**src/sv/cxu_pkg.sv**
```systemverilog
// cxu_pkg: shared types and constants for the four-channel crosstalk unmix block.
// No dependencies; used by cxu_recip, cxu_lane and four_channel_crosstalk_unmix.
package cxu_pkg;

	localparam int SLOPE_W    = 16;
	localparam int RECIP_W    = 32;
	localparam int RECIP_FRAC = 16;
	localparam int CFG_IDX_W  = 8;

	localparam logic [RECIP_W-1:0] RECIP_MAX = 32'h7FFF_FFFF;
	localparam logic [RECIP_W-1:0] RECIP_ONE = 32'h0001_0000;

	// register indexes
	localparam logic [CFG_IDX_W-1:0] REG_AC = 8'd0;
	localparam logic [CFG_IDX_W-1:0] REG_CA = 8'd1;
	localparam logic [CFG_IDX_W-1:0] REG_GT = 8'd2;
	localparam logic [CFG_IDX_W-1:0] REG_TG = 8'd3;

	// per-stage load enables, one per pipeline register
	typedef struct packed {
		logic s1;
		logic s2;
		logic s3;
		logic s4;
	} stage_en_t;

endpackage

```
**src/sv/cxu_lane.sv**
```systemverilog
// cxu_lane: four-stage datapath for one corrected channel, v * (x*2^F - s*y).
// Round half away from zero, saturate to the sample width. Depends on cxu_pkg.
module cxu_lane #(
	parameter int SAMPLE_WIDTH    = 16,
	parameter int SLOPE_FRAC_BITS = 14
) (
	input  logic                                 clk,
	input  cxu_pkg::stage_en_t                   en,
	input  logic signed [SAMPLE_WIDTH-1:0]       x,
	input  logic signed [SAMPLE_WIDTH-1:0]       y,
	input  logic signed [cxu_pkg::SLOPE_W-1:0]   slope,
	input  logic signed [cxu_pkg::RECIP_W-1:0]   recip,
	output logic signed [SAMPLE_WIDTH-1:0]       value,
	output logic                                 sat
);

	localparam int SW  = SAMPLE_WIDTH;
	localparam int PYW = cxu_pkg::SLOPE_W + SW;
	localparam int XW  = SW + SLOPE_FRAC_BITS;
	localparam int IW  = ((PYW > XW) ? PYW : XW) + 1;
	localparam int RMW = cxu_pkg::RECIP_W - 1;
	localparam int MW  = (IW - 1) + RMW;
	localparam int S   = SLOPE_FRAC_BITS + cxu_pkg::RECIP_FRAC;

	localparam logic [MW:0] HALF = (MW + 1)'(1) << (S - 1);
	localparam logic [MW:0] LIM  = (MW + 1)'(1) << (SW - 1);

	// stage 1: slope product
	logic signed [PYW-1:0] sy_s1;
	logic signed [SW-1:0]  x_s1;
	// stage 2: inner term as sign and magnitude
	logic [IW-2:0]         mag_s2;
	logic                  neg_s2;
	// stage 3: magnitude times reciprocal
	logic [MW-1:0]         prod_s3;
	logic                  neg_s3;
	// stage 4: result
	logic signed [SW-1:0]  value_s4;
	logic                  sat_s4;

	logic signed [IW-1:0] inner;
	logic [IW-1:0]        inner_abs;
	logic [RMW-1:0]       rmag;
	logic [MW:0]          rnd;
	logic [MW:0]          mag;
	logic                 clip;
	logic [SW-1:0]        mag_lo;
	logic [SW-1:0]        val_nx;

	always_comb begin
		inner     = (IW'(x_s1) <<< SLOPE_FRAC_BITS) - IW'(sy_s1);
		inner_abs = inner[IW-1] ? IW'(-inner) : IW'(inner);
		rmag      = recip[cxu_pkg::RECIP_W-1] ? RMW'(-recip) : RMW'(recip);
		rnd       = {1'b0, prod_s3} + HALF;
		mag       = rnd >> S;
		clip      = neg_s3 ? (mag > LIM) : (mag > (LIM - (MW + 1)'(1)));
		mag_lo    = mag[SW-1:0];
		if (clip) begin
			val_nx = neg_s3 ? {1'b1, {(SW-1){1'b0}}} : {1'b0, {(SW-1){1'b1}}};
		end else begin
			val_nx = neg_s3 ? (-mag_lo) : mag_lo;
		end
	end

	always_ff @(posedge clk) begin
		if (en.s1) begin
			sy_s1 <= slope * y;
			x_s1  <= x;
		end
		if (en.s2) begin
			mag_s2 <= inner_abs[IW-2:0];
			neg_s2 <= inner[IW-1];
		end
		if (en.s3) begin
			prod_s3 <= MW'(mag_s2) * MW'(rmag);
			neg_s3  <= neg_s2 ^ recip[cxu_pkg::RECIP_W-1];
		end
		if (en.s4) begin
			value_s4 <= val_nx;
			sat_s4   <= clip;
		end
	end

	assign value = value_s4;
	assign sat   = sat_s4;

endmodule

```
**config.mk**
```make
export PLATFORM = sky130hd
export DESIGN_NAME = cxu_lane
export DESIGN_NICKNAME = d
export VERILOG_FILES = /design/src/sv/cxu_pkg.sv /design/src/sv/cxu_lane.sv
export SDC_FILE = /design/constraint.sdc
export NUM_CORES = 2
export LEC_CHECK = 0
export BUFFER_PORTS_ARGS = -buffer_cell sky130_fd_sc_hd__buf_2
export CORE_MARGIN = 1.5
export CORE_UTILIZATION = 35
export CTS_BUF_LIST = sky130_fd_sc_hd__clkbuf_4 sky130_fd_sc_hd__clkbuf_8
export DETAILED_ROUTE_END_ITERATION = 7
export PLACE_DENSITY_LB_ADDON = 0.15
export REMOVE_ABC_BUFFERS = 1
export SYNTH_ARGS = -nofsm -noshare
export SYNTH_HDL_FRONTEND = slang
export SYNTH_SLANG_ARGS = --single-unit
```
**constraint.sdc**
```tcl
create_clock -name clk -period 19.43 [get_ports clk]
set_input_delay 3.886 -clock clk [delete_from_list [all_inputs] [get_ports clk]]
set_output_delay 3.886 -clock clk [all_outputs]
set_load 0.01 [all_outputs]
```
==> metrics.cfg <==
[sta]
setup_viol=0
fin_crit_sh_pct=72.9
grt_setup_unrepaired=no
fin_skew_ns=0.0286
max_freq_mhz=70.6
drv_slew=0
hold_viol_final=0
fin_crit_ns=14.17
tightest_slew_ns=1.10
setup_tns_ns=0
slew_headroom_pct=26.9
whs_ns=0.807

[die]
start_util_pct=35.2
die_w_um=377
core_area_um2=139000
die_area_um2=142000
ios=102
die_h_um=377
rows=137

[synth]
ys.flop_type=edfxtp_1
yosys.cell_types.count=92
yosys.area.top_type=fa_1
syn_avg_cell_area_um2=9.29
yosysWarnings=0
seq_area_frac_synth_pct=8.14
syn-instance-count=5281
async_flop_share_pct=0
synth-edff-count=133
yosysMostFrequentCell=inv_1
yosys.area.top_type_share_pct=46.0
ys_top_cells_by_count=inv_1, fa_1, nand2_1
synthTopCellsByArea=fa_1, ha_1, inv_1
synth_area_um2=49000
synth_seq_cells=133

[cts]
hold_buffers=0
cts_buffers=17
cts_tree=built
cts.sink_count=133
clockBufferDepth=2
post_cts_resized=0
path_clk_slew_ns=0.10
ctsRootBufferMaster=clkbuf_8
cts_setup_buffers=0
clock_latency_ns=0.56
htreeDepth=4

[setup_path]
start_kind=primary input
slowest_delay_ns=0.92
cpMaxStageDelayCell=a2111oi_2
critPathLaunch=recip[0]
reg2regPathDepth=25
rr_startpoint=mag_s2[23]
critPathKind=in2reg
cp_common_cell=fa_1
critPathArrivalTime_ns=14.47
worst-r2r-setup-slack_ns=10.30
crit_path_max_fanout=33
worstSetupEndpointType=flip-flop
cp.required_ns=19.74

[route]
drtIter0Drc=1906
drc=0
ant_nets=0
drt_wl_total_mm=145
num_vias=34795
viasPerCell=4.89
dr.pass1.iters=7
wire_per_inst_um=20.3

[place]
gp_congestion=0.926
postPlaceCellArea_um2=51700
numPortBuffers=101
hpwl_mm=110

[grt]
grt_util_met1_pct=27.2
first_global_vias=37950
grt_max_degree=49
grt.busiest_layer=met2
track_usage_pct=21.1
antenna_found_initial=12
groute.layer.met3.usage_pct=2.43
grt_pass1_wl_mm=227
use_met2_pct=37.3
grt-ovfl-total=0

[layout]
drive_gt1_share_pct=5.50
syn_to_final_growth_pct=6.25
nNetsFinal=6789
final_core_util_pct=37.4
fillers=14381
finalInstanceArea_um2=52100

[status]
status=completed

[worst_hold_path]
hold_depth=2
min_from=prod_s3[43]
hp-class=reg2reg

[run]
maxCapViolCount=0

## cell usage in the layout, fill, tap and decap left out, types with 44 or more instances in the layout
master	count
inv_1	1187
fa_1	1127
nand2_1	791
and2_1	532
ha_1	358
edfxtp_1	133
buf_2	102
a21oi_1	99
xnor2_1	87
buf_4	73
nor2_1	68
o21ai_0	60
a21o_1	60
xor2_1	48
nand3_1	44
## final cells by class
class	instances	area [um2]	area share, %
clock buffers	17	234	0.449
diodes	3	7.51	0.0144
multi-input cells	3704	39800	76.4
flip-flops and latches	133	3990	7.67
inverters	1188	4460	8.56
well taps	1876	2350	4.51
clock inverters	15	175	0.336
repair buffers	175	1060	2.03
## per-layer routing
metal / up-vias / share of wire, %
met3: 153 / 4.6
met5: - / 0.051
met4: 12 / 2.4
met2: 756 / 50
met1: 18169 / 42
li1: 15705 / -
## stage by stage
step                      std cells  setup slack, ns
final                          7111             5.26
after global routing           7109             5.01
after CTS                      7108             5.34
after detailed placement       7076             4.76
after global placement         7075             4.26
after floorplan                5025             6.00
## worst max-delay path, delay by kind of cell
family	cells	cell delay [ns]
compound gates	8	3.15
buf+inv	6	1.19
fa+ha+maj	10	4.47
xor+xnor	2	0.25
simple gates	7	1.47
## cell families after synthesis
kind of cell             share of synthesized area (%)
AO/OA/AOI/OAI                                     5.40
XOR/XNOR                                          2.93
adder cells (fa/ha/maj)                           55.1
buffers and inverters                             11.1
flip-flops                                        8.14
multiplexers                                     0.393
AND/OR/NAND/NOR                                   16.9
## state kept, by name (all words and copies together) (netlist names)
| register | flops |
|---|---|
| sy_s1 | 32 |
| prod_s3 | 34 |
| neg_s3 | 1 |
| sat | 1 |
| neg_s2 | 1 |
| value | 16 |
| mag_s2 | 32 |
| x_s1 | 16 |
## worst paths after layout
kind / end
max: prod_s3[59]
min: value[13]
max reg2reg: prod_s3[59]
min reg2reg: value[13]
Power is left out: the tool's default activity adds up to more than one toggle a clock period on the data nets, which glitch-free logic cannot reach.
