$ cat config.mk
export PLATFORM = sky130hd
export DESIGN_NAME = cxu_recip
export DESIGN_NICKNAME = d
export VERILOG_FILES = /design/src/sv/cxu_pkg.sv /design/src/sv/cxu_recip.sv
export SDC_FILE = /design/constraint.sdc
export NUM_CORES = 1
export LEC_CHECK = 0
export BUFFER_PORTS_ARGS = -buffer_cell sky130_fd_sc_hd__buf_2
export CAP_MARGIN = 5
export CORE_MARGIN = 3
export CORE_UTILIZATION = 40
export CTS_CLUSTER_SIZE = 30
export DETAILED_ROUTE_END_ITERATION = 10
export PLACE_DENSITY = 0.58
export SKIP_CTS_REPAIR_TIMING = 1
export SLEW_MARGIN = 15
export SYNTH_ARGS = -nofsm -noshare
export SYNTH_HDL_FRONTEND = slang
export SYNTH_SLANG_ARGS = --single-unit
$ cat constraint.sdc
create_clock -name clk -period 4.9 [get_ports clk]
set_clock_uncertainty 0.05 [all_clocks]
set_input_delay 0.245 -clock clk [delete_from_list [all_inputs] [get_ports clk]]
set_output_delay 0.245 -clock clk [all_outputs]
set_load 0.02 [all_outputs]
$ cat src/sv/cxu_pkg.sv
// cxu_pkg: shared types and constants for the four-channel crosstalk unmix block.
// No dependencies; used by cxu_recip, cxu_lane and four_channel_crosstalk_unmix.
package cxu_pkg;

	localparam int SLOPE_W    = 16;
	localparam int RECIP_W    = 32;
	localparam int RECIP_FRAC = 16;
	localparam int CFG_IDX_W  = 8;

	localparam logic [RECIP_W-1:0] RECIP_MAX = 32'h7FFF_FFFF;
	localparam logic [RECIP_W-1:0] RECIP_ONE = 32'h0001_0000;

	// register indexes
	localparam logic [CFG_IDX_W-1:0] REG_AC = 8'd0;
	localparam logic [CFG_IDX_W-1:0] REG_CA = 8'd1;
	localparam logic [CFG_IDX_W-1:0] REG_GT = 8'd2;
	localparam logic [CFG_IDX_W-1:0] REG_TG = 8'd3;

	// per-stage load enables, one per pipeline register
	typedef struct packed {
		logic s1;
		logic s2;
		logic s3;
		logic s4;
	} stage_en_t;

endpackage

$ cat src/sv/cxu_recip.sv
// cxu_recip: sequential reciprocal of a 2x2 determinant, 1 / (1 - s1*s2).
// Restoring divider, one quotient bit per cycle. Depends on cxu_pkg.
module cxu_recip #(
	parameter int SLOPE_FRAC_BITS = 14
) (
	input  logic                                 clk,
	input  logic                                 arst_n,
	input  logic                                 start,
	input  logic signed [cxu_pkg::SLOPE_W-1:0]   slope1,
	input  logic signed [cxu_pkg::SLOPE_W-1:0]   slope2,
	output logic signed [cxu_pkg::RECIP_W-1:0]   recip,
	output logic                                 busy
);

	localparam int F2 = 2 * SLOPE_FRAC_BITS;
	// determinant needs room for 2^(2F) plus a full slope product
	localparam int DW = ((F2 > 30) ? F2 : 30) + 2;
	localparam int RW = DW + 1;
	localparam int K  = F2 + cxu_pkg::RECIP_FRAC;
	localparam int CW = $clog2(K + 1);
	localparam int QW = cxu_pkg::RECIP_W - 1;

	typedef enum logic [2:0] {
		ST_IDLE = 3'b001,
		ST_PREP = 3'b010,
		ST_DIV  = 3'b100
	} recip_state_t;

	recip_state_t state_q;
	logic [CW-1:0] cnt_q;
	logic [DW-1:0] dmag_q;
	logic          dneg_q;
	logic [DW-1:0] r_q;
	logic [QW-1:0] q_q;
	logic          ovf_q;
	logic signed [cxu_pkg::RECIP_W-1:0] recip_q;

	logic signed [31:0]   prod;
	logic signed [DW-1:0] det;
	logic [DW-1:0]        det_abs;
	logic [RW-1:0]        r_sh;
	logic [RW-1:0]        r_nx;
	logic                 ge;
	logic [QW-1:0]        q_nx;
	logic                 ovf_nx;
	logic [cxu_pkg::RECIP_W-1:0] mag32;

	always_comb begin
		prod    = slope1 * slope2;
		det     = (DW'(1) <<< F2) - DW'(prod);
		det_abs = det[DW-1] ? DW'(-det) : DW'(det);
		r_sh    = {r_q, (cnt_q == CW'(K))};
		ge      = (r_sh >= {1'b0, dmag_q});
		r_nx    = ge ? (r_sh - {1'b0, dmag_q}) : r_sh;
		q_nx    = {q_q[QW-2:0], ge};
		// once bit 30 is set the next shift passes 2^31-1: clamp sticks
		ovf_nx  = ovf_q | q_q[QW-1];
		mag32   = ovf_nx ? cxu_pkg::RECIP_MAX : {1'b0, q_nx};
	end

	always_ff @(posedge clk or negedge arst_n) begin
		if (!arst_n) begin
			state_q <= ST_IDLE;
			cnt_q   <= '0;
			recip_q <= cxu_pkg::RECIP_ONE;
		end else begin
			unique case (state_q)
				ST_IDLE: begin
					if (start) begin
						state_q <= ST_PREP;
					end
				end
				ST_PREP: begin
					cnt_q   <= CW'(K);
					state_q <= ST_DIV;
				end
				ST_DIV: begin
					if (cnt_q == '0) begin
						state_q <= ST_IDLE;
						if (dmag_q == '0) begin
							recip_q <= '0;
						end else begin
							recip_q <= dneg_q ? -$signed(mag32) : $signed(mag32);
						end
					end else begin
						cnt_q <= cnt_q - CW'(1);
					end
				end
				default: state_q <= ST_IDLE;
			endcase
		end
	end

	always_ff @(posedge clk) begin
		if (state_q == ST_PREP) begin
			dmag_q <= det_abs;
			dneg_q <= det[DW-1];
			r_q    <= '0;
			q_q    <= '0;
			ovf_q  <= 1'b0;
		end else if (state_q == ST_DIV) begin
			r_q   <= r_nx[DW-1:0];
			q_q   <= q_nx;
			ovf_q <= ovf_nx;
		end
	end

	assign recip = recip_q;
	assign busy  = (state_q != ST_IDLE);

	a_start_prep: assert property (@(posedge clk) disable iff (!arst_n)
		(state_q == ST_IDLE && start) |=> (state_q == ST_PREP))
		else $error("recip: start did not enter prep");

	a_div_ends: assert property (@(posedge clk) disable iff (!arst_n)
		(state_q == ST_DIV && cnt_q == '0) |=> (state_q == ST_IDLE))
		else $error("recip: divider overran its count");

endmodule

==> results of run 1 <==
[logic make-up (layout without fill, tap and decap cells)]
family	count (synthesis)	after routing	share of synthesized area, %
compound gates	354	354	12.20
xor+xnor	111	111	5.182
fa+ha+maj	403	403	37.08
buf+inv	470	762	9.305
flops	138	138	17.35
mux	23	23	1.243
simple gates	687	687	17.65
[state kept, by name, indices dropped and copies added (netlist names)]
signal   cells
state_q      3
dmag_q      32
recip       32
ovf_q        1
r_q         32
dneg_q       1
cnt_q        6
q_q         31
[worst paths after layout]
check	start	end	slack [ps]	cells after the start
worst max-delay path	slope1[7]	dmag_q[30]$_DFFE_PP_	-1140	23
worst min-delay path	start	state_q[1]$_DFFE_PN0P_	30	2
worst max register to register	cnt_q[0]$_DFFE_PN0P_	recip[26]$_DFFE_PN0P_	200	24
worst min register to register	recip[24]$_DFFE_PN0P_	recip[24]$_DFFE_PN0P_	420	2
max in group asynchronous	arst_n	recip[10]$_DFFE_PN0P_	3760	2
min in group asynchronous	arst_n	state_q[2]$_DFFE_PN0P_	450	2
[cell usage in the layout, fill, tap and decap left out, types with 17 or more instances in the layout]
cell type and instances:
a21oi_1 100, nand3_1 35, nor2_1 77, buf_2 43
mux2i_1 17, edfxtp_1 33, and2_1 106, nor3_1 25
a211oi_1 24, xor2_1 26, nor2b_1 18, dfrtp_1 39
ha_1 115, inv_1 355, inv_2 25, clkbuf_16 24
xnor2_1 69, nand2_2 21, fa_2 20, fa_1 248
nand2_1 255, buf_6 17, buf_4 260, o21ai_0 54
a21o_1 29, dfxtp_1 64, and2_4 25
[per-layer routing]
metal | vias up | share of wire (%) | routed length (um) | track usage, %
li1 | 7613 | - | - | -
met1 | 7649 | 45 | 22330 | 26.37
met2 | 316 | 49 | 24520 | 33.98
met3 | 75 | 3.3 | 1640 | 1.848
met4 | 0 | 2.2 | 1101 | 4.127
met5 | - | 0 | 0 | 0
[final cells by class]
type | instances | area, um^2 | share of cell area, %
multi-input combinational | 1578 | 14950 | 62.42
sequential | 138 | 3301 | 13.78
timing repair buffer | 350 | 2927 | 12.22
inverter | 380 | 1426 | 5.956
tap | 607 | 759.5 | 3.172
clock buffer | 23 | 500.5 | 2.090
clock inverter | 9 | 86.33 | 0.3605
[metrics by stage]
step / setup slack (ps) / utilization (%) / std cells / setup TNS, ps
floorplan: -1363 / - / 2186 / -37600
global placement: -1677 / 47.14 / 3014 / -50880
detailed placement: -1784 / 47.14 / 3014 / -54090
CTS: -1335 / 48.39 / 3046 / -39850
global route: -1325 / 51.22 / 3085 / -38180
finish: -1140 / 51.22 / 3085 / -31330
[worst max-delay path, delay by kind of cell]
| kind | cells | cell delay, ps |
|---|---|---|
| compound gates | 6 | 1600 |
| xor+xnor | 1 | 130 |
| fa+ha+maj | 7 | 3220 |
| buf+inv | 5 | 390 |
| simple gates | 4 | 600 |
==> flow_summary.yaml, run 1 <==
placed_design:
  place_congestion: 0.8696
  dp_hpwl_um: 39190
  io_buffers: 67
  dpl_cell_area_mm2: 0.02204
clock_tree:
  cts.sinks: 138
  cts_root_buf: "clkbuf_16"
  clock_latency_ps: 430
  cts_made_buffers: 17
  clkTransAtPathRegs_ps: 60
  clock_path_buffers: 2
  tritoncts: "done"
  h-tree-depth: 4
synthesis:
  syn_area_mm2: 0.01903
  synth.distinct_cells: 74
  synth_edf_count: 33
  ys.warnings.count: 0
  yosysTopAreaCellShare_pct: 28.20
  synth_common_cells: "inv_1 (379), nand2_1 (290), fa_1 (268), ha_1 (135), and2_1 (132)"
  syn_nets: 2624
  async_reset_ff_share_pct: 29.71
  yosysSeqAreaShare_pct: 17.35
  synth.most_common_cell: "inv_1"
  synthFlopType: "dfxtp_1"
  synthCells: 2186
  yosysTopAreaCell: "fa_1"
  ys_top_cells_by_area: "fa_1 (28%), ha_1 (8.9%), inv_1 (7.5%)"
  synth_seq_cells: 138
  syn_avg_cell_area_um2: 8.704
status:
  violations: "negative setup slack"
  status: "complete, but fails checks"
run:
  max-cap-violations: 0
floorplanning:
  row_count: 79
  die_w_um: 224.1
  die_y_um: 224.1
  core_mm2: 0.04675
  start_util_pct: 40.70
  ioPinCount: 68
  die_area_mm2: 0.05022
global_route:
  grt_pass1_wl_um: 80510
  grt_max_degree: 88
  antenna_found_initial: 0
  grt_overflow: 0
  grt_use_total_pct: 19.45
  grt_pass1_vias: 16190
cells_and_area:
  design_area_mm2: 0.02395
  final_layout_size_suffix_gt1_share_pct: 24.01
  fin_nets: 2903
  antenna_cells: 0
  syn_to_final_growth_pct: 25.86
  fillCellCount: 4290
setup_path:
  cp.arrival_ps: 6160
  start_kind: "input pin"
  slowest_delay_ps: 530
  critPathMostFrequentCell: "fa_1"
  crit_fanout: 6
  setup.worst_path.class: "input pin to flip-flop"
  crit_required_ps: 5020
  end_kind: "flip-flop"
  cp_cell_sequence: "buf_12 > buf_4 > and2_1 > fa_1 > inv_1 > fa_1 > fa_1 > fa_1 > fa_1 > inv_1 > fa_1 > inv_1 > ha_4 > a21oi_4 > o21ai_2 > a2111o_1 > a211oi_4 > nor2_4 > o311ai_4 > nand3_1 > or2_4 > o41a_1 > xnor2_1"
  cp_slowest_cell: "fa_1"
hold_path:
  min_path_type: "input pin to flip-flop"
timing:
  rsz0062_at_grt: "yes"
  worstMarginPinSlew_ps: 941.1
  slew_violations: 0
  setup_viol: 32
  slew_headroom_pct: 37.26
  fmax_mhz: 165.6
  period_share_pct: 123.3
  fin_crit_ps: 6040
  hold_violations: 0
  holdWs_ps: 27.41
  setup_slack_ps: -1140
routing:
  via_per_inst: 5.074
  drc: 0
  totalWireLength_um: 49590
  final_antenna_net_count: 0
  wl_per_cell_um: 16.07
  first_iter_violations: 835
  first_pass_iters: 5
  num_vias: 15650
Power of run 1 is not shown: default switching activity piles up to over one toggle a cycle in this logic, so the estimate is an artifact.
==> inputs of run 2 (changes only) <==
- PLACE_DENSITY: 0.58 -> 0.57
==> flow_summary.yaml, run 2 (same netlist as run 1, synthesis figures left out) <==
status:
  status: "complete, but fails checks"
  violations: "negative setup slack"
setup_path:
  critPathMostFrequentCell: "fa_1"
  setup.worst_path.class: "input pin to flip-flop"
  end_kind: "flip-flop"
  worstReg2RegStart: "cnt_q[0]$_DFFE_PN0P_"
  cp.arrival_ps: 6280
  crit_required_ps: 5030
  crit_fanout: 5
  cp_slowest_cell: "fa_1"
  slowest_delay_ps: 560
  r2r-end: "recip[24]$_DFFE_PN0P_"
  reg2reg_slack_ps: 220
  ff2ff_path_depth: 24
  start_kind: "input pin"
  cp_cell_sequence: "buf_4 > buf_6 > buf_6 > nand2_2 > fa_1 > fa_1 > fa_1 > fa_1 > fa_1 > inv_1 > fa_1 > inv_2 > ha_4 > a21oi_4 > o21ai_2 > a2111o_1 > a211oi_4 > buf_4 > or3_4 > a21oi_4 > xor2_1 > or2_4 > o41a_1 > xnor2_1"
cells_and_area:
  multiInputGateArea_mm2: 0.01486
  final_cells: 3076
  syn_to_final_growth_pct: 24.03
  final_cell_mix: "inv_1 (361), nand2_1 (259), buf_4 (258), fa_1 (253), ha_1 (120)"
  fillCellCount: 4360
  final_layout_size_suffix_gt1_share_pct: 22.80
  fin_nets: 2894
  seq_area_mm2: 0.003301
  final_common_cell: "inv_1"
  antenna_cells: 0
floorplanning:
  die_w_um: 224.1
  start_util_pct: 40.70
  die_y_um: 224.1
  ioPinCount: 68
  die_area_mm2: 0.05022
  core_mm2: 0.04675
  row_count: 79
placed_design:
  preCtsSetupSlack_ps: -1830
  io_buffers: 67
  dp_hpwl_um: 39210
  place_congestion: 0.8768
  dpl.cell_count: 3019
global_route:
  grt_pass1_vias: 16230
  grt_use_total_pct: 19.32
  grt_pass1_wl_um: 80140
  grt_overflow: 0
  grt_max_degree: 88
  antenna_found_initial: 0
timing:
  setup_viol: 32
  setup_tns_ps: -34950
  setup_slack_ps: -1257
  period_share_pct: 125.7
  fin_crit_ps: 6157
  hold_violations: 0
  slew_headroom_pct: 35.47
  worstMarginPinSlew_ps: 967.9
  slew_violations: 0
  rsz0062_at_grt: "yes"
  fmax_mhz: 162.4
routing:
  final_antenna_net_count: 0
  via_per_inst: 5.058
  num_vias: 15560
  totalWireLength_um: 48580
  first_iter_violations: 659
  wl_per_cell_um: 15.79
  first_pass_iters: 5
  drc: 0
clock_tree:
  h-tree-depth: 4
  cts.sinks: 138
  cts_root_buf: "clkbuf_16"
  tritoncts: "done"
  clock_path_buffers: 2
  cts_made_buffers: 17
  clock_latency_ps: 430
  clkTransAtPathRegs_ps: 60
hold_path:
  holdPathStages: 2
  hp-start: "start"
  min_path_type: "input pin to flip-flop"
  hold_path_end: "state_q[1]$_DFFE_PN0P_"
run:
  max-cap-violations: 0
run 2: cell types whose count changed in the layout (fill, tap and decap cells not counted), sizes merged:
cell,delta
clkinvlp,+2
buf,-5
inv,+4
clkbuf,-8
clkinv,-2
run 2: worst max-delay path by stage:
| stage | slack [ps] | to | start | cells after the start |
|---|---|---|---|---|
| 6_report | -1260 | dmag_q[30]$_DFFE_PP_ | slope1[4] | 24 |
| 5_1_grt | -1470 | dmag_q[30]$_DFFE_PP_ | slope2[4] | 24 |
| 4_1_cts | -1380 | dmag_q[27]$_DFFE_PP_ | slope2[5] | 23 |
| 3_5_place_dp | -1830 | dmag_q[27]$_DFFE_PP_ | slope2[5] | 23 |
| 3_3_place_gp | -1780 | dmag_q[27]$_DFFE_PP_ | slope2[5] | 23 |
| 2_1_floorplan | -1360 | dmag_q[30]$_DFFE_PP_ | slope2[8] | 23 |
run 2: worst max-delay path: cells and delay by family:
kind	cells	cell delay, ps
fa+ha+maj	7	3310
simple gates	3	440
xor+xnor	2	290
buf+inv	6	620
compound gates	6	1390
run 2: metrics by stage:
| step | hold WS, ps | area (um^2) | util [%] |
|---|---|---|---|
| floorplan | -100.6 | 19630 | - |
| global placement | 392.6 | 22050 | 47.16 |
| detailed placement | 397.8 | 22050 | 47.16 |
| CTS | -48.02 | 22610 | 48.36 |
| global route | 53.24 | 23600 | 50.48 |
| finish | 31.21 | 23600 | 50.48 |
run 2: area by class of cell:
class	instances	area share, %
tap	607	3.218
sequential	138	13.99
multi-input combinational	1578	62.98
clock buffer	19	1.877
inverter	380	6.044
timing repair buffer	341	11.40
clock inverter	13	0.4931
run 2: per-layer routing:
| metal | part of all wire [%] | track usage (%) | wire [um] | vias to the layer above |
|---|---|---|---|---|
| li1 | - | - | - | 7603 |
| met1 | 46 | 26.38 | 22450 | 7597 |
| met2 | 49 | 33.71 | 23860 | 298 |
| met3 | 3.0 | 1.586 | 1468 | 61 |
| met4 | 1.7 | 4.127 | 807 | 0 |
| met5 | 0 | 0 | 0 | - |
Power of run 2 is left out for the same reason.
